[src/hdl/assert_macros.svh]
// Assertion macros shared by the queue RTL.
// Each macro expects signals named clk and rst in the including module.
`ifndef ASSERT_MACROS_SVH
`define ASSERT_MACROS_SVH

// Property that must hold at every clock edge outside reset.
`define SFQ_ASSERT(label, prop, msg) \
  label: assert property (@(posedge clk) disable iff (rst) (prop)) else $error(msg);

// Antecedent in one cycle implies consequent in the next.
`define SFQ_ASSERT_NEXT(label, ante, cons, msg) \
  label: assert property (@(posedge clk) disable iff (rst) (ante) |=> (cons)) else $error(msg);

`endif

[src/hdl/sfq_pkg.sv]
// Package for the searchable FIFO/LIFO queue: operation, status, state
// codes, cell control struct and default sizes. No dependencies.
`default_nettype none

package sfq_pkg;

  localparam int DEF_QUEUE_DEPTH = 64;
  localparam int DEF_WORD_WIDTH  = 32;

  localparam int VALUE_W   = 32;
  localparam int OCC_W     = 7;
  localparam int S_TDATA_W = 32;
  localparam int M_TDATA_W = 40;
  localparam int TUSER_W   = 2;

  typedef enum logic [1:0] {
    OP_PUT  = 2'd0,
    OP_TAKE = 2'd1,
    OP_YANK = 2'd2,
    OP_FIND = 2'd3
  } op_t;

  typedef enum logic [1:0] {
    ST_OK       = 2'd0,
    ST_FULL     = 2'd1,
    ST_EMPTY    = 2'd2,
    ST_NOTFOUND = 2'd3
  } status_t;

  typedef enum logic [1:0] {
    S_IDLE,
    S_MATCH,
    S_PREFIX,
    S_APPLY
  } state_t;

  typedef struct packed {
    logic cmp;
    logic shr;
    logic shl_all;
    logic yank;
    logic put_tail;
  } cell_ctl_t;

endpackage

`default_nettype wire

[src/hdl/sfq_prefix.sv]
// Registered parallel-prefix OR over the cell match flags: bit i is set
// when some cell at or before position i matched. Uses sfq_pkg.
`default_nettype none

module sfq_prefix import sfq_pkg::*; #(
  parameter int DEPTH = DEF_QUEUE_DEPTH
) (
  input  wire logic             clk,
  input  wire logic             rst,
  input  wire logic [DEPTH-1:0] match,
  output logic      [DEPTH-1:0] incl
);

  `include "assert_macros.svh"

  localparam int LEVELS = $clog2(DEPTH);

  logic [DEPTH-1:0] lv [LEVELS+1];

  always_comb begin
    lv[0] = match;
    for (int l = 0; l < LEVELS; l++) begin
      for (int i = 0; i < DEPTH; i++) begin
        if (i >= (1 << l)) begin
          lv[l+1][i] = lv[l][i] | lv[l][i-(1<<l)];
        end else begin
          lv[l+1][i] = lv[l][i];
        end
      end
    end
  end

  always_ff @(posedge clk) begin
    if (rst) begin
      incl <= '0;
    end else begin
      incl <= lv[LEVELS];
    end
  end

  `SFQ_ASSERT(a_incl_mono, (((incl << 1) & ~incl) == '0), "prefix flags not monotonic")
  `SFQ_ASSERT_NEXT(a_incl_zero, (match == '0), (incl == '0), "prefix set without any match")

endmodule

`default_nettype wire

[config.mk]
export PLATFORM = sky130hd
export DESIGN_NAME = sfq_prefix
export DESIGN_NICKNAME = d
export VERILOG_FILES = /design/src/hdl/sfq_pkg.sv /design/src/hdl/sfq_prefix.sv
export VERILOG_INCLUDE_DIRS = /design/src /design/src/hdl
export SDC_FILE = /design/constraint.sdc
export NUM_CORES = 1
export LEC_CHECK = 0
export BUFFER_PORTS_ARGS = -buffer_cell sky130_fd_sc_hd__buf_4
export CAP_MARGIN = 20
export CORE_MARGIN = 3
export CORE_UTILIZATION = 40
export CTS_BUF_LIST = sky130_fd_sc_hd__clkbuf_4 sky130_fd_sc_hd__clkbuf_8 sky130_fd_sc_hd__clkbuf_16
export DETAILED_ROUTE_END_ITERATION = 12
export PLACE_DENSITY = 0.85
export SLEW_MARGIN = 20
export SYNTH_ARGS = -nofsm -noshare
export SYNTH_HDL_FRONTEND = slang
export SYNTH_SLANG_ARGS = --single-unit
[constraint.sdc]
create_clock -name clk -period 3.1 [get_ports clk]
set_clock_uncertainty 0.15 [all_clocks]
set_input_delay 0.31 -clock clk [delete_from_list [all_inputs] [get_ports clk]]
set_output_delay 0.31 -clock clk [all_outputs]
set_load 0.05 [all_outputs]
# Word level (Yosys, flattened, before mapping)
# Cells that the tools add are included.
dict set report classes {
  bitwise 321
}
# op n
set ops {}
lappend ops {{bitwise OR 1 bit} 321}
dict set report totals {
  ff_bits 64
  in_bits 66
  output_inout_bits 64
  word_cells 322
}

# Longest topological paths before layout
# Gate-level depths: netlist of the first run.
dict set report logic_depth {
  ltp_word 6
  mapped_depth 6
  ltp_nobuf 5
}

# Least setup slack after synthesis of the first run
# Ideal clock, no wire load.
dict set report synth_timing {
  path_kind {input to register}
  start {in match[2]}
  end {reg incl[61]}
  setup_time_ns 0.152
  t_arrival_ns 1.753
  required_ns 2.798
  slack_ns 1.045
  cell_stages 5
  path_buffers 0
  path_cell_list {or4_4 > nor3_4 > nand3_4 > nor3_4 > a41oi_2}
}
dict set report synth_between {
  elab_chain_cells 6
}
# item line_no
set synth_lines {}
lappend synth_lines {{start, declared} sfq_prefix.sv:10} ;# input wire logic [DEPTH-1:0] match,
lappend synth_lines {{bitwise OR 1 bit (6 in series)} sfq_prefix.sv:25} ;# lv[l+1][i] = lv[l][i] | lv[l][i-(1<<l)];
lappend synth_lines {{end signal, assigned} sfq_prefix.sv:37} ;# incl <= lv[LEVELS];
lappend synth_lines {{end, declared} sfq_prefix.sv:11} ;# output logic [DEPTH-1:0] incl
# Every way passes these cells.
# A chain may end at the register's enable or synchronous reset.

# Worst setup path after layout of the first run
dict set report layout_timing {
  start {in match[21]}
  end {reg incl[61]}
}
# The elaborated chain is that of the path after synthesis.

==> metrics, run 1 <==
Netlist cell types=27; kind of start point of the critical path=input pin; Synth Register Bits=64; layout cells sized above 1=43.5%; Syn Inst Count=223; Clk network pwr share=38.6%; Slew Viols, Final=0; critical path peak fanout=9; Die Y=79.5 microns; drt first pass iters=4; detailed router's first-iteration violation count=69; vias in the first global route=2,100; Core Rows=26; final setup vio count=0; IO Pins=130; clock tree root driver cell=clkbuf_8; Fmax=465 MHz; gpl congestion=0.791; Syn Nets=289; PortBufs=129; cell taking the most area after synthesis=dfxtp_1; drt via density=4.79; CTS H-Tree Depth=3; via count=2,055; Post-Layout Cell Count=429; hold crit path type=input pin to flip-flop; top cells by area, synth=dfxtp_1 (59%), nor2_1 (7.3%), a21oi_1 (6.5%), nor3_1 (3.7%), a31oi_1 (3.2%); GRT Total Usage=18.3%; Int Power=0.00148 W; Max Cap Viol=0; crit path kind=input pin to flip-flop; worst vdd ir=340 uV; Comb pwr share=18.0%; worst path arrival time=2160 ps; period utilisation layout=69.3%; RSZ-0062 raised after global routing=no; most flop-heavy register=incl; post-DR wirelength/cell=13.4 microns; Num CTS Buffers=9; setup TNS=0 ps; largest net degree at the start of global routing=65; post-synth top area share=59.3%; min-delay src=match[16]; DP Wirelength=4440 microns; Hold-fix buffers, CTS=0; grt ovf=0; relative max-transition margin=39.4%; worst-margin pin slew=900 ps; width of the die=79.5 microns; clk sinks=64; Psw=0.000549 W; Worst Setup SP=match[21]; post-route ant nets=0; first-pass GRT wire length=9130 microns; Resized cells post-CTS=0; nets=420; placed insts=413; synthesized area=2160 sq um; Area Overhead vs Synth=57.0%; outcome=finished, final reports clean; DRC viols=0; clock tree buffer depth=2; Switching Share=27.1%; Clock transition at path regs=70 ps; Avg Inst Size Synth=9.68 sq um; Core ar.=5170 sq um; CTS tree=done; Crit path required time=3120 ps; crit end category=flip-flop; Fillers=442; post-CTS setup buffer count=0; Yosys warning count=0; minimum clock period=2150 ps; DRT Wirelength=5740 microns; Reg power frac=43.4%; max reg flops=64; Pleak=1.57 nW; diode count=0; register area share after synthesis=59.3%; Regs by FF count=incl (64); PwrDens=598 nW/um^2; initial antenna violation count=0; Die ar.=6320 sq um; initial core utilization=41.8%; Fin. Hold Viols=0
## through the flow
step | power (W) | hold slack, ps | util [%] | worst slack, ps | instance area (sq um)
4_1_cts | 0.00205 | 58.6 | 65.6 | 953 | 3390
2_1_floorplan | 0.00110 | 276 | - | 1040 | 2160
3_5_place_dp | 0.00127 | 395 | 61.2 | 593 | 3170
6_report | 0.00203 | 69.6 | 65.6 | 951 | 3390
5_1_grt | 0.00211 | 75.1 | 65.6 | 795 | 3390
3_3_place_gp | 0.00126 | 388 | 61.2 | 694 | 3170
## cell usage in the layout, fill, tap and decap left out, types with 4 or more instances in the layout
| master | synthesis | final |
|---|---|---|
| nand2_1 | 5 | 5 |
| dfxtp_1 | 64 | 64 |
| nor3_1 | 16 | 16 |
| inv_1 | 14 | 14 |
| or3_1 | 4 | 4 |
| buf_4 | 0 | 129 |
| clkbuf_8 | 0 | 10 |
| a31oi_1 | 11 | 11 |
| a21oi_1 | 28 | 28 |
| nor4_1 | 6 | 6 |
| nor2_1 | 42 | 42 |
## synth_stat cells, drive strengths merged
cell,number
a21oi,28
a31oi,11
a41oi,4
and2,1
and3,1
buf,3
clkbuf,6
dfxtp,64
inv,14
nand2,5
nand3,2
nand4,1
nor2,42
nor2b,3
nor3,20
nor3b,2
nor4,7
nor4b,1
or3,4
or4,4
## critical path: stages
cell and delay (ps):
buf_4 120, nor4_2 320, nand4_1 210, or4_1 620, nor3_4 410, a41oi_2 170
## layer usage
layer / part of all wire (%) / wire length (microns) / global-route usage (%) / up-vias
li1: - / - / - / 1038
met1: 40 / 2280 / 20.4 / 927
met2: 50 / 2880 / 32.3 / 83
met3: 9.2 / 528 / 6.32 / 7
met4: 0.96 / 55 / 6.36 / 0
met5: 0 / 0 / 0 / -
## area by class of cell
cell class / instances / area (sq um) / area share [%]
clock inverter: 5 / 80.1 / 2.36
tap: 70 / 87.6 / 2.58
sequential: 64 / 1280 / 37.8
inverter: 14 / 52.6 / 1.55
timing repair buffer: 129 / 968 / 28.6
clock buffer: 11 / 145 / 4.28
multi-input combinational: 136 / 776 / 22.9
## worst paths after layout
path                             endpoint  slack [ps]  depth (start not counted)
worst max-delay path  incl[61]$_SDFF_PP0_         950                          6
worst min-delay path  incl[16]$_SDFF_PP0_          70                          3
## logic make-up (layout without fill, tap and decap cells)
kind of cell / count (synthesis) / after routing / share of synthesized area (%)
compound gates: 43 / 43 / 11.6
buf+inv: 23 / 159 / 4.75
flops: 64 / 64 / 59.3
simple gates: 93 / 93 / 24.3
## power by group through the flow
stage          Combinational (W)  Clock (W)  Sequential (W)
2_1_floorplan          0.0000477          0         0.00106
3_3_place_gp            0.000361          0        0.000898
3_5_place_dp            0.000366          0        0.000899
4_1_cts                 0.000367   0.000799        0.000881
5_1_grt                 0.000384   0.000842        0.000884
6_report                0.000364   0.000783        0.000880
No activity file was read; power rests on OpenSTA's default activity.
==> inputs of run 2 (changes only) <==
CORE_UTILIZATION = 38   (was 40)
clock period = 1.8 ns   (was 3.1 ns; I/O delays follow)
==> run 2 against run 1 <==
Effect of this change:
- flip-flop and latch count is the same
- largest power group unchanged
- die area grew 4.9%
- total power grew 68%
- via count grew 15%
- cell area grew 18%
- count of clock-buffer cells in the layout shrank 2
- global-route usage grew 3.2 points
- critical endpoint is now incl[39]$_SDFF_PP0_
- largest cell class is now non-clock buffers
- non-clock buffer count grew 68
==> metrics, run 2 (same netlist as run 1, synthesis figures left out) <==
outcome=finished, final reports clean; Setup WS pre-CTS=-385 ps (-979 ps); Fmax=570 MHz; Fin. Hold Viols=0 (unchanged); relative max-transition margin=55.9% (+16 points); crit path kind=input pin to flip-flop; Core ar.=5300 sq um (+2.5%); most common cell after layout, fill and taps aside=buf_4; crit end category=flip-flop; first-pass GRT wire length=10,800 microns (+18%); final worst slack=45.8 ps (-906 ps); CTS H-Tree Depth=3 (unchanged); largest net degree at the start of global routing=65 (unchanged); initial antenna violation count=0 (unchanged); vias in the first global route=2,448 (+17%); min-delay src=match[53]; worst-margin pin slew=662 ps (-239 ps); nets=488 (+16%); Crit path required time=1840 ps (-1280 ps); clk sinks=64 (unchanged); DP Wirelength=4780 microns (+7.8%); worst vdd ir=603 uV (+77%); clock tree buffer depth=2 (unchanged); RSZ-0062 raised after global routing=yes; Core Rows=26 (unchanged); max reg flops=64 (unchanged); Pleak=1.90 nW (+21%); gpl congestion=0.764 (-3.3%); width of the die=81.4 microns (+2.4%); PwrDens=848 nW/um^2 (+42%); Die ar.=6620 sq um (+4.9%); Regs by FF count=incl (64); Hold WS=15.4 ps (-54.2 ps); DRT Wirelength=7000 microns (+22%); Num CTS Buffers=9 (unchanged); PortBufs=129 (unchanged); kind of start point of the critical path=input pin; period utilisation layout=97.5%; post-DR wirelength/cell=14.1 microns (+5.5%); IO Pins=130 (unchanged); GRT Total Usage=21.6% (+3.2 points); minimum clock period=1750 ps; Slew Viols, Final=0 (unchanged); detailed router's first-iteration violation count=76 (+10%); crit-path max cell delay=530 ps (-90 ps); Area Overhead vs Synth=85.6%; via count=2,369 (+15%); Max Cap Viol=0 (unchanged); worst hold stages=3 (unchanged); diode count=0 (unchanged); fin util=75.6% (+10 points); Clock transition at path regs=70 ps (about the same); CP cell instances=buf_4, or4_4, nor3_4, nand3_4, buf_4, nor2_1, a31oi_1; initial core utilization=40.7% (-1.0 points); Die Y=81.4 microns (+2.4%); drt first pass iters=4 (unchanged); CTS tree=done; post-route ant nets=0 (unchanged); Crit-path slowest cell=or4_4; critical path peak fanout=8 (-1); layout cells sized above 1=44.8% (+1.4 points); hold crit path type=input pin to flip-flop; most flop-heavy register=incl; most frequent cells in the layout=buf_4 (156), dfxtp_1 (64), nor2_1 (42); end of the worst hold path=incl[61]$_SDFF_PP0_; DRC viols=0 (unchanged); drt via density=4.78 (-0.29%); worst path arrival time=1790 ps (-370 ps); clock tree root driver cell=clkbuf_8; critical path's most frequent cell=buf_4; grt ovf=0 (unchanged); final setup vio count=0 (unchanged)
run 2: cell count changes in the layout (fill, tap and decap cells not counted), sizes merged:
cell,delta
buf,+33
bufinv,-1
clkbuf,-2
clkinv,+3
clkinvlp,-1
dlygate4sd3,+35
run 2: power by group:
group          switching [W]  leakage (nW)  internal [W]
clock               0.000529        0.0948      0.000625
sequential         0.0000227         0.540       0.00149
combinational       0.000433          1.27      0.000294
run 2: layout make-up:
class	instances	area, sq um
Clock buffer	9	124
Clock inverter	6	61.3
Fill cell	384	1290
Inverter	14	52.6
Multi-Input combinational cell	136	812
Sequential cell	64	1280
Tap cell	70	87.6
Timing Repair Buffer	197	1590
run 2: worst max-delay path by stage:
stage               slack, ps                  end  startpoint  cells after the start
floorplan                -110  incl[61]$_SDFF_PP0_    match[2]                      5
global placement         -320  incl[62]$_SDFF_PP0_   match[26]                      7
detailed placement       -390  incl[24]$_SDFF_PP0_    match[2]                      7
CTS                        20  incl[11]$_SDFF_PP0_    match[2]                      7
global route              -60  incl[39]$_SDFF_PP0_    match[1]                      7
finish                     50  incl[39]$_SDFF_PP0_    match[1]                      7
run 2: through the flow:
stage / area (sq um) / power [W] / instances / setup TNS, ps
after floorplan: 2170 / 0.00190 / 223 / -872
after global placement: 3420 / 0.00220 / 445 / -10990
after detailed placement: 3420 / 0.00221 / 445 / -13690
after CTS: 3960 / 0.00341 / 495 / 0
after global routing: 4010 / 0.00353 / 496 / -313
final: 4010 / 0.00340 / 496 / 0
run 2: routing by layer:
| metal | global-route usage (%) | vias up | part of all wire (%) |
|---|---|---|---|
| met5 | 0 | - | 0 |
| met4 | 9.29 | 0 | 2.3 |
| met3 | 8.09 | 17 | 9.1 |
| met2 | 40.9 | 98 | 54 |
| met1 | 20.4 | 1083 | 34 |
| li1 | - | 1171 | - |
run 2: repair_timing:
action	4_1_cts	5_1_grt
setup buffers	0	1
gates resized for setup	1	9
cloned	0	0
setup endpoints to repair	3	37
endpoints found under the hold margin	35	0
hold buffers	35	0
pin swaps	1	7
run 2: critical path, delay by kind of cell:
| family | cells | cell delay [ps] |
|---|---|---|
| buffers and inverters | 2 | 310 |
| AND/OR/NAND/NOR | 4 | 1180 |
| AO/OA/AOI/OAI | 1 | 120 |
==> inputs of run 3 (changes only) <==
BUFFER_PORTS_ARGS = default   (was -buffer_cell sky130_fd_sc_hd__buf_4)
CORE_UTILIZATION = 40   (was 38)
DONT_BUFFER_PORTS = 1   (was default)
PLACE_DENSITY = 0.66   (was 0.85)
==> run 3 against run 2 <==
Effect of this change:
- global-route usage fell by 0.63 points
- non-clock buffer count fell by 111
- combinational power fell by 69%
- clock power rose by 19%
- critical path depth fell by 3
- largest cell class is now flip-flops and latches
- hold slack got worse by 13 ps
- cell area fell by 17%
- critical path type unchanged
- flip-flop and latch count did not move
- setup slack improved by 20 ps
- cell count fell by 22%
- die area fell by 4.6%
- highest routed layer unchanged
- via count fell by 18%
==> metrics, run 3 (same netlist as run 1, synthesis figures left out) <==
crit path kind=input pin to flip-flop; DP Wirelength=3810 microns (-20%); grt ovf=0 (unchanged); diode count=0 (unchanged); largest net degree at the start of global routing=65 (unchanged); PortBufs=0 (-100%); Crit path required time=1830 ps (about the same); final setup vio count=0 (unchanged); Pleak=1.41 nW (-26%); most common cell after layout, fill and taps aside=dlygate4sd3_1; placed insts=301 (-32%); worst hold stages=3 (unchanged); hold crit path type=input pin to flip-flop; DRT Wirelength=6300 microns (-10%); worst-margin pin slew=518 ps (-144 ps); clock tree root driver cell=clkbuf_8; width of the die=79.5 microns (-2.3%); PwrDens=1020 nW/um^2 (+21%); kind of start point of the critical path=input pin; Fin. Hold Viols=0 (unchanged); layout cells sized above 1=15.6% (-29 points); initial antenna violation count=0 (unchanged); vias in the first global route=2,157 (-12%); min-delay src=match[36]; Slew Viols, Final=0 (unchanged); drt first pass iters=4 (unchanged); post-route ant nets=0 (unchanged); worst path arrival time=1760 ps (-30 ps); relative max-transition margin=65.4% (+9.5 points); post-DR wirelength/cell=16.4 microns (+16%); most flop-heavy register=incl; clk sinks=64 (unchanged); Core ar.=5170 sq um (-2.5%); minimum clock period=1730 ps (-20.4 ps); cell area after layout=3320 sq um (-17%); Regs by FF count=incl (64); detailed router's first-iteration violation count=97 (+28%); CTS tree=done; critical path peak fanout=2 (-6); GRT Total Usage=21.0% (-0.63 points); initial core utilization=41.8% (+1.0 points); post-CTS setup buffer count=0 (unchanged); total power=0.00340 W (about the same); nets=377 (-23%); Post-Layout Cell Count=385 (-22%); IO Pins=130 (unchanged); Area Overhead vs Synth=53.9%; most frequent cells in the layout=dlygate4sd3_1 (68), dfxtp_1 (64), nor2_1 (41); end of the worst hold path=incl[37]$_SDFF_PP0_; gpl congestion=0.697 (-8.8%); max reg flops=64 (unchanged); via count=1,940 (-18%); DRC viols=0 (unchanged); Clock transition at path regs=70 ps (about the same); Die Y=79.5 microns (-2.3%); drt via density=5.04 (+5.5%); clock tree buffer depth=2 (unchanged); period utilisation layout=96.3% (-1.1 points); Num CTS Buffers=9 (unchanged); Max Cap Viol=0 (unchanged); fin util=64.2% (-11 points); crit end category=flip-flop; Core Rows=26 (unchanged); Die ar.=6320 sq um (-4.6%); outcome=finished, final reports clean; placed inst area=2350 sq um (-31%); first-pass GRT wire length=10,000 microns (-7.0%); CTS H-Tree Depth=3 (unchanged); worst vdd ir=551 uV (-8.7%); Fmax=577 MHz (+1.2%)
[run 3: repair_timing]
item	in CTS	in global routing
setup endpoints to repair	0	29
hold buffers	68	1
resized for setup	0	9
hold endpoints to repair	64	1
[run 3: how the worst max path moves through the flow]
stage,start,end,slack [ps]
floorplan,match[2],incl[61]$_SDFF_PP0_,-110
global placement,match[21],incl[60]$_SDFF_PP0_,-210
detailed placement,match[21],incl[40]$_SDFF_PP0_,-250
CTS,match[37],incl[47]$_SDFF_PP0_,50
global route,match[5],incl[42]$_SDFF_PP0_,-30
finish,match[54],incl[61]$_SDFF_PP0_,70
[run 3: through the flow]
| stage | setup WS, ps | TNS [ps] | hold WS [ps] |
|---|---|---|---|
| after floorplan | -107 | -872 | 146 |
| after CTS | 53.5 | 0 | -196 |
| after detailed placement | -250 | -6990 | 106 |
| final | 66.2 | 0 | 2.63 |
| after global routing | -30.5 | -45.1 | 35.1 |
| after global placement | -207 | -5890 | 103 |
[run 3: per-layer routing]
layer / share of wire [%] / GRT usage, % / wire (microns)
met3: 10 / 8.58 / 648
met1: 36 / 21.1 / 2290
met4: 2.0 / 11.2 / 124
met5: 0 / 0 / 0
met2: 51 / 36.6 / 3240
[run 3: layout make-up]
type / instances / area (sq um)
fillers: 399 / 1850
flip-flops and latches: 64 / 1280
repair buffers: 86 / 856
multi-input cells: 136 / 822
clock buffers: 12 / 159
well taps: 70 / 87.6
clock inverters: 3 / 65.1
inverters: 14 / 52.6
[run 3: critical path, cell delays in order]
cell           delay (ps)
dlygate4sd3_1         580
nor4_2                280
dlygate4sd3_1         600
a41oi_2               130
[run 3: where the power goes]
part | internal, W | switching [W]
registers | 0.00149 | 0.000305
clock network | 0.000861 | 0.000509
logic | 0.000136 | 0.0000920
total | 0.00249 | 0.000907
