File: src/hdl/assert_macros.svh
// Assertion macros shared by the queue RTL.
// Each macro expects signals named clk and rst in the including module.
`ifndef ASSERT_MACROS_SVH
`define ASSERT_MACROS_SVH

// Property that must hold at every clock edge outside reset.
`define SFQ_ASSERT(label, prop, msg) \
  label: assert property (@(posedge clk) disable iff (rst) (prop)) else $error(msg);

// Antecedent in one cycle implies consequent in the next.
`define SFQ_ASSERT_NEXT(label, ante, cons, msg) \
  label: assert property (@(posedge clk) disable iff (rst) (ante) |=> (cons)) else $error(msg);

`endif

File: src/hdl/sfq_pkg.sv
// Package for the searchable FIFO/LIFO queue: operation, status, state
// codes, cell control struct and default sizes. No dependencies.
`default_nettype none

package sfq_pkg;

  localparam int DEF_QUEUE_DEPTH = 64;
  localparam int DEF_WORD_WIDTH  = 32;

  localparam int VALUE_W   = 32;
  localparam int OCC_W     = 7;
  localparam int S_TDATA_W = 32;
  localparam int M_TDATA_W = 40;
  localparam int TUSER_W   = 2;

  typedef enum logic [1:0] {
    OP_PUT  = 2'd0,
    OP_TAKE = 2'd1,
    OP_YANK = 2'd2,
    OP_FIND = 2'd3
  } op_t;

  typedef enum logic [1:0] {
    ST_OK       = 2'd0,
    ST_FULL     = 2'd1,
    ST_EMPTY    = 2'd2,
    ST_NOTFOUND = 2'd3
  } status_t;

  typedef enum logic [1:0] {
    S_IDLE,
    S_MATCH,
    S_PREFIX,
    S_APPLY
  } state_t;

  typedef struct packed {
    logic cmp;
    logic shr;
    logic shl_all;
    logic yank;
    logic put_tail;
  } cell_ctl_t;

endpackage

`default_nettype wire

File: src/hdl/sfq_cell.sv
// One queue position: holds a word, shifts with its neighbors and
// registers its own compare against the request word. Uses sfq_pkg.
`default_nettype none

module sfq_cell import sfq_pkg::*; #(
  parameter int IDX        = 0,
  parameter int WORD_WIDTH = DEF_WORD_WIDTH,
  parameter int CNT_W      = 7
) (
  input  wire logic                  clk,
  input  wire logic                  rst,
  input  wire cell_ctl_t             ctl,
  input  wire logic [WORD_WIDTH-1:0] word,
  input  wire logic [CNT_W-1:0]      count,
  input  wire logic [WORD_WIDTH-1:0] left,
  input  wire logic [WORD_WIDTH-1:0] right,
  input  wire logic                  incl,
  output logic      [WORD_WIDTH-1:0] entry,
  output logic                       match
);

  logic live;
  logic tail;

  assign live = CNT_W'(IDX) < count;
  assign tail = CNT_W'(IDX) == count;

  always_ff @(posedge clk) begin
    if (rst) begin
      match <= 1'b0;
    end else if (ctl.cmp) begin
      match <= live && (entry == word);
    end
  end

  always_ff @(posedge clk) begin
    if (ctl.shr) begin
      entry <= left;
    end else if (ctl.shl_all || (ctl.yank && incl)) begin
      entry <= right;
    end else if (ctl.put_tail && tail) begin
      entry <= word;
    end
  end

endmodule

`default_nettype wire

File: config.mk
export PLATFORM = sky130hd
export DESIGN_NAME = sfq_cell
export DESIGN_NICKNAME = d
export VERILOG_FILES = /design/src/hdl/assert_macros.svh /design/src/hdl/sfq_pkg.sv /design/src/hdl/sfq_cell.sv
export SDC_FILE = /design/constraint.sdc
export NUM_CORES = 1
export LEC_CHECK = 0
export ABC_AREA = 0
export BUFFER_PORTS_ARGS = -buffer_cell sky130_fd_sc_hd__buf_4
export CELL_PAD_IN_SITES_DETAIL_PLACEMENT = 1
export CELL_PAD_IN_SITES_GLOBAL_PLACEMENT = 1
export CORE_MARGIN = 10
export CORE_UTILIZATION = 29
export DETAILED_ROUTE_END_ITERATION = 12
export GPL_TIMING_DRIVEN = 0
export PLACE_DENSITY = 0.83
export SLEW_MARGIN = 40
export SYNTH_ARGS = -nofsm -noshare
export SYNTH_HDL_FRONTEND = slang
export SYNTH_SLANG_ARGS = --single-unit
File: constraint.sdc
create_clock -name clk -period 2.9 [get_ports clk]
set_input_delay 0.58 -clock clk [delete_from_list [all_inputs] [get_ports clk]]
set_output_delay 0.58 -clock clk [all_outputs]
set_load 0.1 [all_outputs]
After elaboration in Yosys (flattened, before gate mapping)
Cells that the tools add are included.
- register bits after elaboration: 33
- logic and storage cells: 13
- $lt $le $gt $ge: 1
- eq/ne operators: 1
- muxes and demuxes: 3
- reductions and logical operators: 6
- operators with widths (kind ; number):
    2-to-1 mux 32 bit ; 3
    equality test 32 bit ; 1
    logical NOT 7 bit ; 1
    less-than comparator 1 x 7 -> 1 bit, first input constant ; 1
    logical AND 1 bit ; 3
    nonzero test 3 bit ; 1
    logical OR 1 bit ; 1

Logic depth before layout (Yosys ltp)
Gate-level depths: netlist (run 1).
- depth after elaboration: 5
- depth in mapped cells: 5
- mapped depth without buffers: 5

Worst setup path before layout (run 1)
No wires, ideal clock.
- path type: input to register
- start point: input port count[4]
- end point: register entry[0], enable pin
- setup time: 395 ps
- data arrival time: 2108 ps
- path slack: 396 ps
- stages: 4
- path buffers: 0
- path through: or4_4 -> nor4_4 -> nand2_1 -> nand3b_1
- longest elaborated chain between the ends: 3
- RTL lines (element ; line ; text):
    start, declared ; sfq_cell.sv:14 ; input wire logic [CNT_W-1:0] count,
    logical NOT 7 bit ; sfq_cell.sv:26 ; assign tail = CNT_W'(IDX) == count;
    logical AND 1 bit ; sfq_cell.sv:41 ; end else if (ctl.put_tail && tail) begin
    nonzero test 3 bit (no source line) ; -- ;
    end signal, assigned ; sfq_cell.sv:38 ; entry <= left;
    end signal, assigned ; sfq_cell.sv:40 ; entry <= right;
    end signal, assigned ; sfq_cell.sv:42 ; entry <= word;
    end, declared ; sfq_cell.sv:18 ; output logic [WORD_WIDTH-1:0] entry,
Every way passes these cells.
A chain may end at the register's enable or synchronous reset.

Worst setup path after layout (run 1)
- start point: input port ctl[3] (netlist name)
- end point: register entry[17], enable pin
- longest elaborated chain between the ends: 1
- RTL lines (element ; line ; text):
    start, declared ; sfq_cell.sv:12 ; input wire cell_ctl_t ctl,
    nonzero test 3 bit (no source line) ; -- ;
Every way passes these cells.

==> results of run 1 <==
## sequential cells by signal (all words and copies together), names as in the netlist
name and count:
entry 32, match 1
## layout by cell type (no fill, tap or decap), types with 2 or more instances in the layout
cell / netlist / routed
clkbuf_1: 7 / 8
xnor2_1: 16 / 16
nand4_1: 4 / 4
o21ai_0: 15 / 15
clkbuf_8: 0 / 5
o21ai_1: 18 / 18
nand2_1: 34 / 34
nor4_1: 4 / 4
buf_4: 3 / 146
edfxtp_1: 32 / 32
nand3_1: 2 / 2
xor2_1: 16 / 16
mux2i_1: 32 / 32
## stage by stage
stage	hold slack [ns]	power, mW
floorplan	0.742	1.21
global placement	0.437	1.47
detailed placement	0.438	1.49
CTS	0.447	1.82
global route	0.493	1.88
finish	0.445	1.80
## worst max path at each step
| stage | from | end | slack [ns] |
|---|---|---|---|
| after CTS | ctl[3] | entry[14]$_DFFE_PP_ | 0.61 |
| after global routing | ctl[3] | entry[16]$_DFFE_PP_ | 0.55 |
| after floorplan | count[4] | entry[0]$_DFFE_PP_ | 0.40 |
| final | ctl[3] | entry[17]$_DFFE_PP_ | 0.71 |
| after detailed placement | ctl[3] | entry[29]$_DFFE_PP_ | 0.30 |
| after global placement | ctl[3] | entry[19]$_DFFE_PP_ | -0.41 |
## routing by layer
metal | GRT usage (%) | wire length [um] | up-vias | share of wire, %
met5 | 0 | 0 | - | 0
met4 | 4.37 | 106 | 0 | 1.3
met3 | 4.71 | 531 | 10 | 6.3
met2 | 27.0 | 4420 | 85 | 53
met1 | 16.7 | 3330 | 956 | 40
li1 | - | - | 992 | -
## worst max-delay path: stages
cell      delay (ns)
clkbuf_1        0.38
clkbuf_1        0.49
nand3b_1        0.47
buf_4           0.27
## cell type report
class | instances | area [um^2]
multi-input combinational | 148 | 1030
fill | 804 | 3480
timing repair buffer | 145 | 1100
clock buffer | 6 | 72.6
tap | 96 | 120
buffer | 10 | 48.8
clock inverter | 1 | 3.75
sequential | 33 | 981
## power by group
group / internal [mW] / leakage (nW) / switching [mW]
Sequential: 0.594 / 0.342 / 0.0395
Clock: 0.162 / 0.0387 / 0.172
Combinational: 0.253 / 1.12 / 0.581
Total: 1.01 / 1.50 / 0.792
## cell families (layout without fill, tap and decap cells)
kind of cell	count (synthesis)	count (layout)	share of synthesized area, %
buf+inv	10	162	2.37
mux	32	32	15.6
xor+xnor	32	32	13.6
compound gates	34	34	8.82
flops	33	33	47.7
simple gates	50	50	11.9
==> qor.yml, run 1 <==
synth:
  synth_area_leaders: "edfxtp_1 (47%), mux2i_1 (16%), xnor2_1 (6.8%)"
  ys_ff_latch: 33
  syn_area_um2: 2060
  synth_cell_types: 20
  ys_seq_area_share_pct: 47.7
  syn_nets: 302
  synth-async-reset-ratio_pct: 0
  synth_ff_type: "edfxtp_1"
  avgSynthCellArea_um2: 10.8
  synth_warnings: 0
  synth_cells: 191
  synth_common_cells: "nand2_1 (34), edfxtp_1 (32), mux2i_1 (32), o21ai_1 (18)"
  synth_top_cell_area_share_pct: 46.7
  synth_edf_count: 32
  yosysMostFrequentCell: "nand2_1"
  yosys.area.top_type: "edfxtp_1"
detailed_routing:
  dr.pass1.iters: 4
  route.vias.total: 2043
  post_drt_wl_per_cell_um: 19.1
  post-route-drc-count: 0
  via_per_inst: 4.65
  wl_um: 8390
  drtIter0Drc: 33
  ant_nets: 0
placed_design:
  dpl.hpwl_um: 7150
  dp_slack_ns: 0.298
  dpl.cell_count: 432
  place_area_um2: 3280
  io_buffers: 142
  place.gp.congestion: 0.759
layout:
  final_cell_area_um2: 3350
  num_antenna_cells: 0
  post-route-util_pct: 49.1
  finalNonFillerCells: 439
  nets: 454
  layout-drive-gt1-share_pct: 45.5
  area_growth_pct: 63.0
setup_path:
  r2r-start: "entry[29]$_DFFE_PP_"
  reg2reg_depth: 5
  cp.arrival_ns: 2.19
  setup.worst_path.start_class: "input pin"
  r2r_end: "match$_SDFFE_PP0P_"
  r2r_slack_ns: 1.33
  endpoint_kind: "register"
  criticalPathCategory: "in -> reg"
  path_max_fanout: 10
  critPathRequiredTime_ns: 2.90
cts:
  htreeDepth: 2
  cts_tree: "yes"
  root_buffer: "clkbuf_8"
  clock_sinks: 33
  clk_latency_ns: 0.28
  holdBufCountCts: 0
  post-cts-setup-buffers: 0
  cts_buffer_depth: 2
  ctsResizeCount: 0
  clk_pin_slew_worst_paths_ns: 0.07
  numCtsBuffers: 5
power:
  power_leakage_nw: 1.50
  p_per_area_nw_per_um2: 537
  ir_drop_mv: 0.194
die:
  io_pins: 144
  coreArea_um2: 6830
  num_rows: 30
  chipHeight_um: 104
  dieArea_um2: 10900
  die_x_um: 104
  initial_core_util_pct: 30.1
timing:
  worst_slew_pin_slew_ns: 0.553
  max_freq_mhz: 456
  fin_crit_ns: 2.19
  hold_violations: 0
  totalNegativeSetupSlack_ns: 0
  maxSlewViolCount: 0
  setup_ws_ns: 0.707
  fin_crit_sh_pct: 75.6
  setup_viol: 0
  rsz0062_at_grt: "false"
  max_slew_margin_pct: 63.1
  skew_ns: 0.00814
worst_hold_path:
  min_to: "match$_SDFFE_PP0P_"
  min-delay-start: "match$_SDFFE_PP0P_"
  hp-class: "reg -> reg"
  hold-path-cell-count: 2
run_status:
  status: "finished, final reports clean"
global_route:
  grt_max_degree: 12
  gr-total-overflow: 0
  grt_pass1_wl_um: 13000
  grt_antenna_before_repair: 0
  track_usage_pct: 15.1
  grt_pass1_vias: 2326
job:
  cap_violations: 0
Note: power is estimated with default switching activity, not from simulation.
==> inputs of run 2 (changes only) <==
--- a/config.mk
+++ b/config.mk
@@ -10,10 +10,10 @@
 export CELL_PAD_IN_SITES_DETAIL_PLACEMENT = 1
 export CELL_PAD_IN_SITES_GLOBAL_PLACEMENT = 1
 export CORE_MARGIN = 10
-export CORE_UTILIZATION = 29
+export CORE_UTILIZATION = 26
 export DETAILED_ROUTE_END_ITERATION = 12
 export GPL_TIMING_DRIVEN = 0
-export PLACE_DENSITY = 0.83
+export PLACE_DENSITY = 0.78
 export SLEW_MARGIN = 40
 export SYNTH_ARGS = -nofsm -noshare
 export SYNTH_HDL_FRONTEND = slang
==> constraint.sdc (replaced) <==
create_clock -name clk -period 2 [get_ports clk]
set_input_delay 0.4 -clock clk [delete_from_list [all_inputs] [get_ports clk]]
set_output_delay 0.4 -clock clk [all_outputs]
set_load 0.1 [all_outputs]
==> run 2 against run 1 <==
Compared with the run above:
- final cell count rose by 2.3%
- combinational power rose by 45%
- largest power group unchanged
- sequential power rose by 45%
- core utilization fell by 5.1 points
- hold slack got worse by 0.053 ns
- critical path type unchanged
- largest cell class unchanged
- routed wire length rose by 2.6%
- clock power rose by 70%
- register-to-register slack got worse by 0.89 ns
==> qor.yml, run 2 (synthesis gave the netlist of run 1 again) <==
run_status:
  status: "finished, final reports clean"
placed_design:
  dpl.hpwl_um: 7210
  dp_slack_ns: -0.470
  place.gp.congestion: 0.781
  io_buffers: 142
die:
  num_rows: 32
  coreArea_um2: 7730
  io_pins: 144
  chipHeight_um: 109
  initial_core_util_pct: 26.6
  dieArea_um2: 11900
  die_x_um: 109
layout:
  num_antenna_cells: 0
  largest_reg_flops: 32
  post-route-util_pct: 44.0
  final_common_cell: "buf_4"
  layout-drive-gt1-share_pct: 47.0
  largest_registers: "entry x32, match x1"
  final_cell_mix: "buf_4 (150), nand2_1 (34), mux2i_1 (32), edfxtp_1 (32), o21ai_1 (18)"
  top_register: "entry"
  nets: 457
  area_growth_pct: 65.4
timing:
  fin_crit_ns: 1.88
  max_freq_mhz: 532
  setup_ws_ns: 0.122
  rsz0062_at_grt: "false"
  skew_ns: 0.00367
  worst_slew_pin_slew_ns: 0.525
  max_slew_margin_pct: 65.0
  maxSlewViolCount: 0
  hold_ws_ns: 0.392
  setup_viol: 0
  fin_crit_sh_pct: 93.9
  hold_violations: 0
setup_path:
  critPathRequiredTime_ns: 1.99
  crit_top_cell: "buf_4"
  endpoint_kind: "register"
  cp.arrival_ns: 1.87
  setup.worst_path.start_class: "input pin"
  path_max_fanout: 9
  crit_buf_inv: 3
  cp_slowest_stage_delay_ns: 0.53
  path_delay_family: "simple AND/OR/NAND/NOR gates"
  cpMaxStageDelayCell: "or4_4"
  criticalPathCategory: "in -> reg"
  cp_cell_sequence: "buf_4, or4_4, nor4_4, nand2_1, nand3b_1, buf_6, buf_4"
cts:
  holdBufCountCts: 0
  clk_pin_slew_worst_paths_ns: 0.07
  htreeDepth: 2
  root_buffer: "clkbuf_8"
  numCtsBuffers: 5
  cts_buffer_depth: 2
  clock_sinks: 33
  cts_tree: "yes"
  clk_latency_ns: 0.28
global_route:
  track_usage_pct: 13.9
  grt_max_degree: 12
  gr-total-overflow: 0
  grt_pass1_wl_um: 12800
  grt_antenna_before_repair: 0
  grt_pass1_vias: 2369
power:
  ir_drop_mv: 0.379
  power_leakage_nw: 1.52
  p_per_area_nw_per_um2: 794
detailed_routing:
  post_drt_wl_per_cell_um: 19.2
  wl_um: 8610
  via_per_inst: 4.57
  ant_nets: 0
  post-route-drc-count: 0
  route.vias.total: 2052
  dr.pass1.iters: 3
  drtIter0Drc: 59
worst_hold_path:
  hp-class: "in -> reg"
job:
  cap_violations: 0
run 2: metal layers:
| metal | up-vias | GRT usage (%) | routed length, um |
|---|---|---|---|
| met1 | 965 | 14.7 | 3330 |
| met3 | 2 | 5.84 | 781 |
| met2 | 84 | 25.5 | 4470 |
| li1 | 1001 | - | - |
| met5 | - | 0 | 0 |
| met4 | 0 | 1.98 | 21 |
run 2: path summary, 6_finish.rpt:
check,start,endpoint,slack [ns],depth (start not counted)
worst max-delay path,count[4],entry[4]$_DFFE_PP_,0.12,7
worst min-delay path,rst,match$_SDFFE_PP0P_,0.39,4
worst max register to register,entry[29]$_DFFE_PP_,match$_SDFFE_PP0P_,0.44,5
worst min register to register,match$_SDFFE_PP0P_,match$_SDFFE_PP0P_,0.47,2
run 2: cell type report:
cell class | instances | area, um^2
multi-input cells | 148 | 1030
clock buffers | 7 | 96.3
clock inverters | 1 | 5.00
repair buffers | 148 | 1110
fillers | 911 | 4330
flip-flops and latches | 33 | 981
well taps | 102 | 128
plain buffers | 10 | 50.0
run 2: repair_timing:
action / 4_1_cts / 5_1_grt
gates resized for setup: 1 / 0
endpoints found under the setup margin: 19 / 0
setup buffers: 3 / 0
run 2: metrics by stage:
stage | TNS (ns) | power (mW) | instance area (um^2) | instances
finish | 0 | 2.70 | 3400 | 449
CTS | 0 | 2.74 | 3400 | 449
detailed placement | -10.25 | 2.16 | 3280 | 438
floorplan | -10.36 | 1.75 | 2060 | 191
global placement | -36.98 | 2.14 | 3250 | 435
global route | 0 | 2.81 | 3400 | 449
run 2: report_power, final:
part | internal (mW) | leakage (nW) | switching (mW)
Combinational | 0.370 | 1.13 | 0.845
Sequential | 0.861 | 0.342 | 0.0581
Clock | 0.311 | 0.0542 | 0.256
run 2: worst min-delay path: cells and delay by family:
kind,cells,cell delay [ns]
buffers and inverters,1,0.09
AND/OR/NAND/NOR,2,0.09
AO/OA/AOI/OAI,1,0.05
==> inputs of run 3 (changes only) <==
--- a/config.mk
+++ b/config.mk
@@ -7,7 +7,7 @@
 export LEC_CHECK = 0
 export ABC_AREA = 0
 export BUFFER_PORTS_ARGS = -buffer_cell sky130_fd_sc_hd__buf_4
-export CELL_PAD_IN_SITES_DETAIL_PLACEMENT = 1
+export CELL_PAD_IN_SITES_DETAIL_PLACEMENT = 0
 export CELL_PAD_IN_SITES_GLOBAL_PLACEMENT = 1
 export CORE_MARGIN = 10
 export CORE_UTILIZATION = 26
==> run 3 against run 2 <==
Compared with the run above:
- sequential share of layout area increased by 0.096 points
- maximum frequency increased by 0.95%
- largest cell class unchanged
- setup slack improved by 0.018 ns
- clock skew increased by 0.0032 ns
- first-iteration DRC count decreased by 10%
- register-to-register slack got worse by 0.02 ns
- core utilization decreased by 0.15 points
- largest power group unchanged
- hold slack got worse by 0.0052 ns
==> qor.yml, run 3 (synthesis gave the netlist of run 1 again) <==
power:
  power_leakage_nw: 1.52
  ir_drop_mv: 0.291
  p_per_area_nw_per_um2: 784
  finalPower_mw: 2.66
timing:
  fin_crit_ns: 1.86
  worst_slew_pin_slew_ns: 0.556
  fin_crit_sh_pct: 93.0
  hold_ws_ns: 0.387
  rsz0062_at_grt: "false"
  max_slew_margin_pct: 63.0
  skew_ns: 0.00687
  maxSlewViolCount: 0
  totalNegativeSetupSlack_ns: 0
  hold_violations: 0
  max_freq_mhz: 537
  setup_viol: 0
  setup_ws_ns: 0.139
die:
  dieArea_um2: 11900
  coreArea_um2: 7730
  die_x_um: 109
  num_rows: 32
  initial_core_util_pct: 26.6
  chipHeight_um: 109
  io_pins: 144
detailed_routing:
  via_per_inst: 4.55
  post_drt_wl_per_cell_um: 18.2
  route.vias.total: 2043
  wl_met2_um: 4080
  wl_um: 8160
  dr.pass1.iters: 6
  ant_nets: 0
  drtIter0Drc: 53
  dr.max_layer_used: "met4"
  post-route-drc-count: 0
  met1Wirelength_um: 3190
  wl_met3_um: 859
setup_path:
  endpoint_kind: "register"
  r2r_slack_ns: 0.42
  r2r-start: "entry[29]$_DFFE_PP_"
  setup.worst_path.start_class: "input pin"
  path_max_fanout: 9
  cp.arrival_ns: 1.85
  reg2reg_depth: 5
  r2r_end: "match$_SDFFE_PP0P_"
  critPathRequiredTime_ns: 1.99
  criticalPathCategory: "in -> reg"
worst_hold_path:
  min_to: "match$_SDFFE_PP0P_"
  hp-class: "in -> reg"
  hold-path-cell-count: 4
  min-delay-start: "ctl[4]"
placed_design:
  place.gp.congestion: 0.781
  dpl.cell_count: 438
  io_buffers: 142
  dpl.hpwl_um: 6730
  dp_slack_ns: -0.493
  place_area_um2: 3280
layout:
  finalNonFillerCells: 449
  area_growth_pct: 64.8
  post-route-util_pct: 43.9
  final_common_cell: "buf_4"
  nets: 457
  final_cell_mix: "buf_4 (150), nand2_1 (34), mux2i_1 (32), edfxtp_1 (32), o21ai_1 (18)"
  regArea_um2: 981
  fill_cells: 775
  final_cell_area_um2: 3390
  multiInputGateArea_um2: 1030
  largest_registers: "entry x32, match x1"
  layout-drive-gt1-share_pct: 46.4
  num_antenna_cells: 0
  top_register: "entry"
  largest_reg_flops: 32
global_route:
  gr-total-overflow: 0
  track_usage_pct: 13.2
  grt_pass1_vias: 2290
  grt_max_degree: 12
  grt_pass1_wl_um: 12200
  grt_antenna_before_repair: 0
cts:
  clk_latency_ns: 0.28
  htreeDepth: 2
  root_buffer: "clkbuf_8"
  clk_pin_slew_worst_paths_ns: 0.07
  cts_tree: "yes"
  cts_buffer_depth: 2
  numCtsBuffers: 5
  clock_sinks: 33
run_status:
  status: "finished, final reports clean"
job:
  cap_violations: 0
[run 3: cell types whose count changed in the layout (fill, tap and decap cells not counted), sizes merged]
cell    change
clkbuf      +1
clkinv      -1
[run 3: cell type report]
class | instances | area share, %
timing repair buffer | 148 | 32.9
multi-input combinational | 148 | 30.3
sequential | 33 | 28.9
tap | 102 | 3.76
clock buffer | 8 | 2.66
buffer | 10 | 1.48
[run 3: what timing repair did]
item | CTS | global route
endpoints found under the hold margin | 0 | 0
hold buffers | 0 | 0
setup endpoints to repair | 19 | 0
setup buffers | 3 | 0
gates resized for setup | 1 | 0
[run 3: critical path, stage by stage]
cell and delay [ns]:
buf_4 0.11, or4_4 0.53, nor4_4 0.18, nand2_1 0.10, nand3b_1 0.15, buf_6 0.17, buf_4 0.20
[run 3: metal layers]
| metal | track usage [%] | vias to the layer above |
|---|---|---|
| li1 | - | 1004 |
| met1 | 14.7 | 953 |
| met2 | 23.2 | 82 |
| met3 | 5.78 | 4 |
| met4 | 2.26 | 0 |
| met5 | 0 | - |
[run 3: report_power, final]
part	switching, mW	internal [mW]	leakage (nW)
combinational	0.844	0.370	1.13
clock	0.247	0.281	0.0455
sequential	0.0559	0.861	0.342
total	1.15	1.51	1.52
[run 3: worst max path at each step]
stage                     startpoint                  end  cells after the start
final                       count[4]  entry[11]$_DFFE_PP_                      7
after global routing        count[4]  entry[14]$_DFFE_PP_                      7
after CTS                   count[4]   entry[4]$_DFFE_PP_                      7
after detailed placement      ctl[3]  entry[13]$_DFFE_PP_                      5
after global placement        ctl[3]  entry[12]$_DFFE_PP_                      3
after floorplan             count[4]   entry[0]$_DFFE_PP_                      4
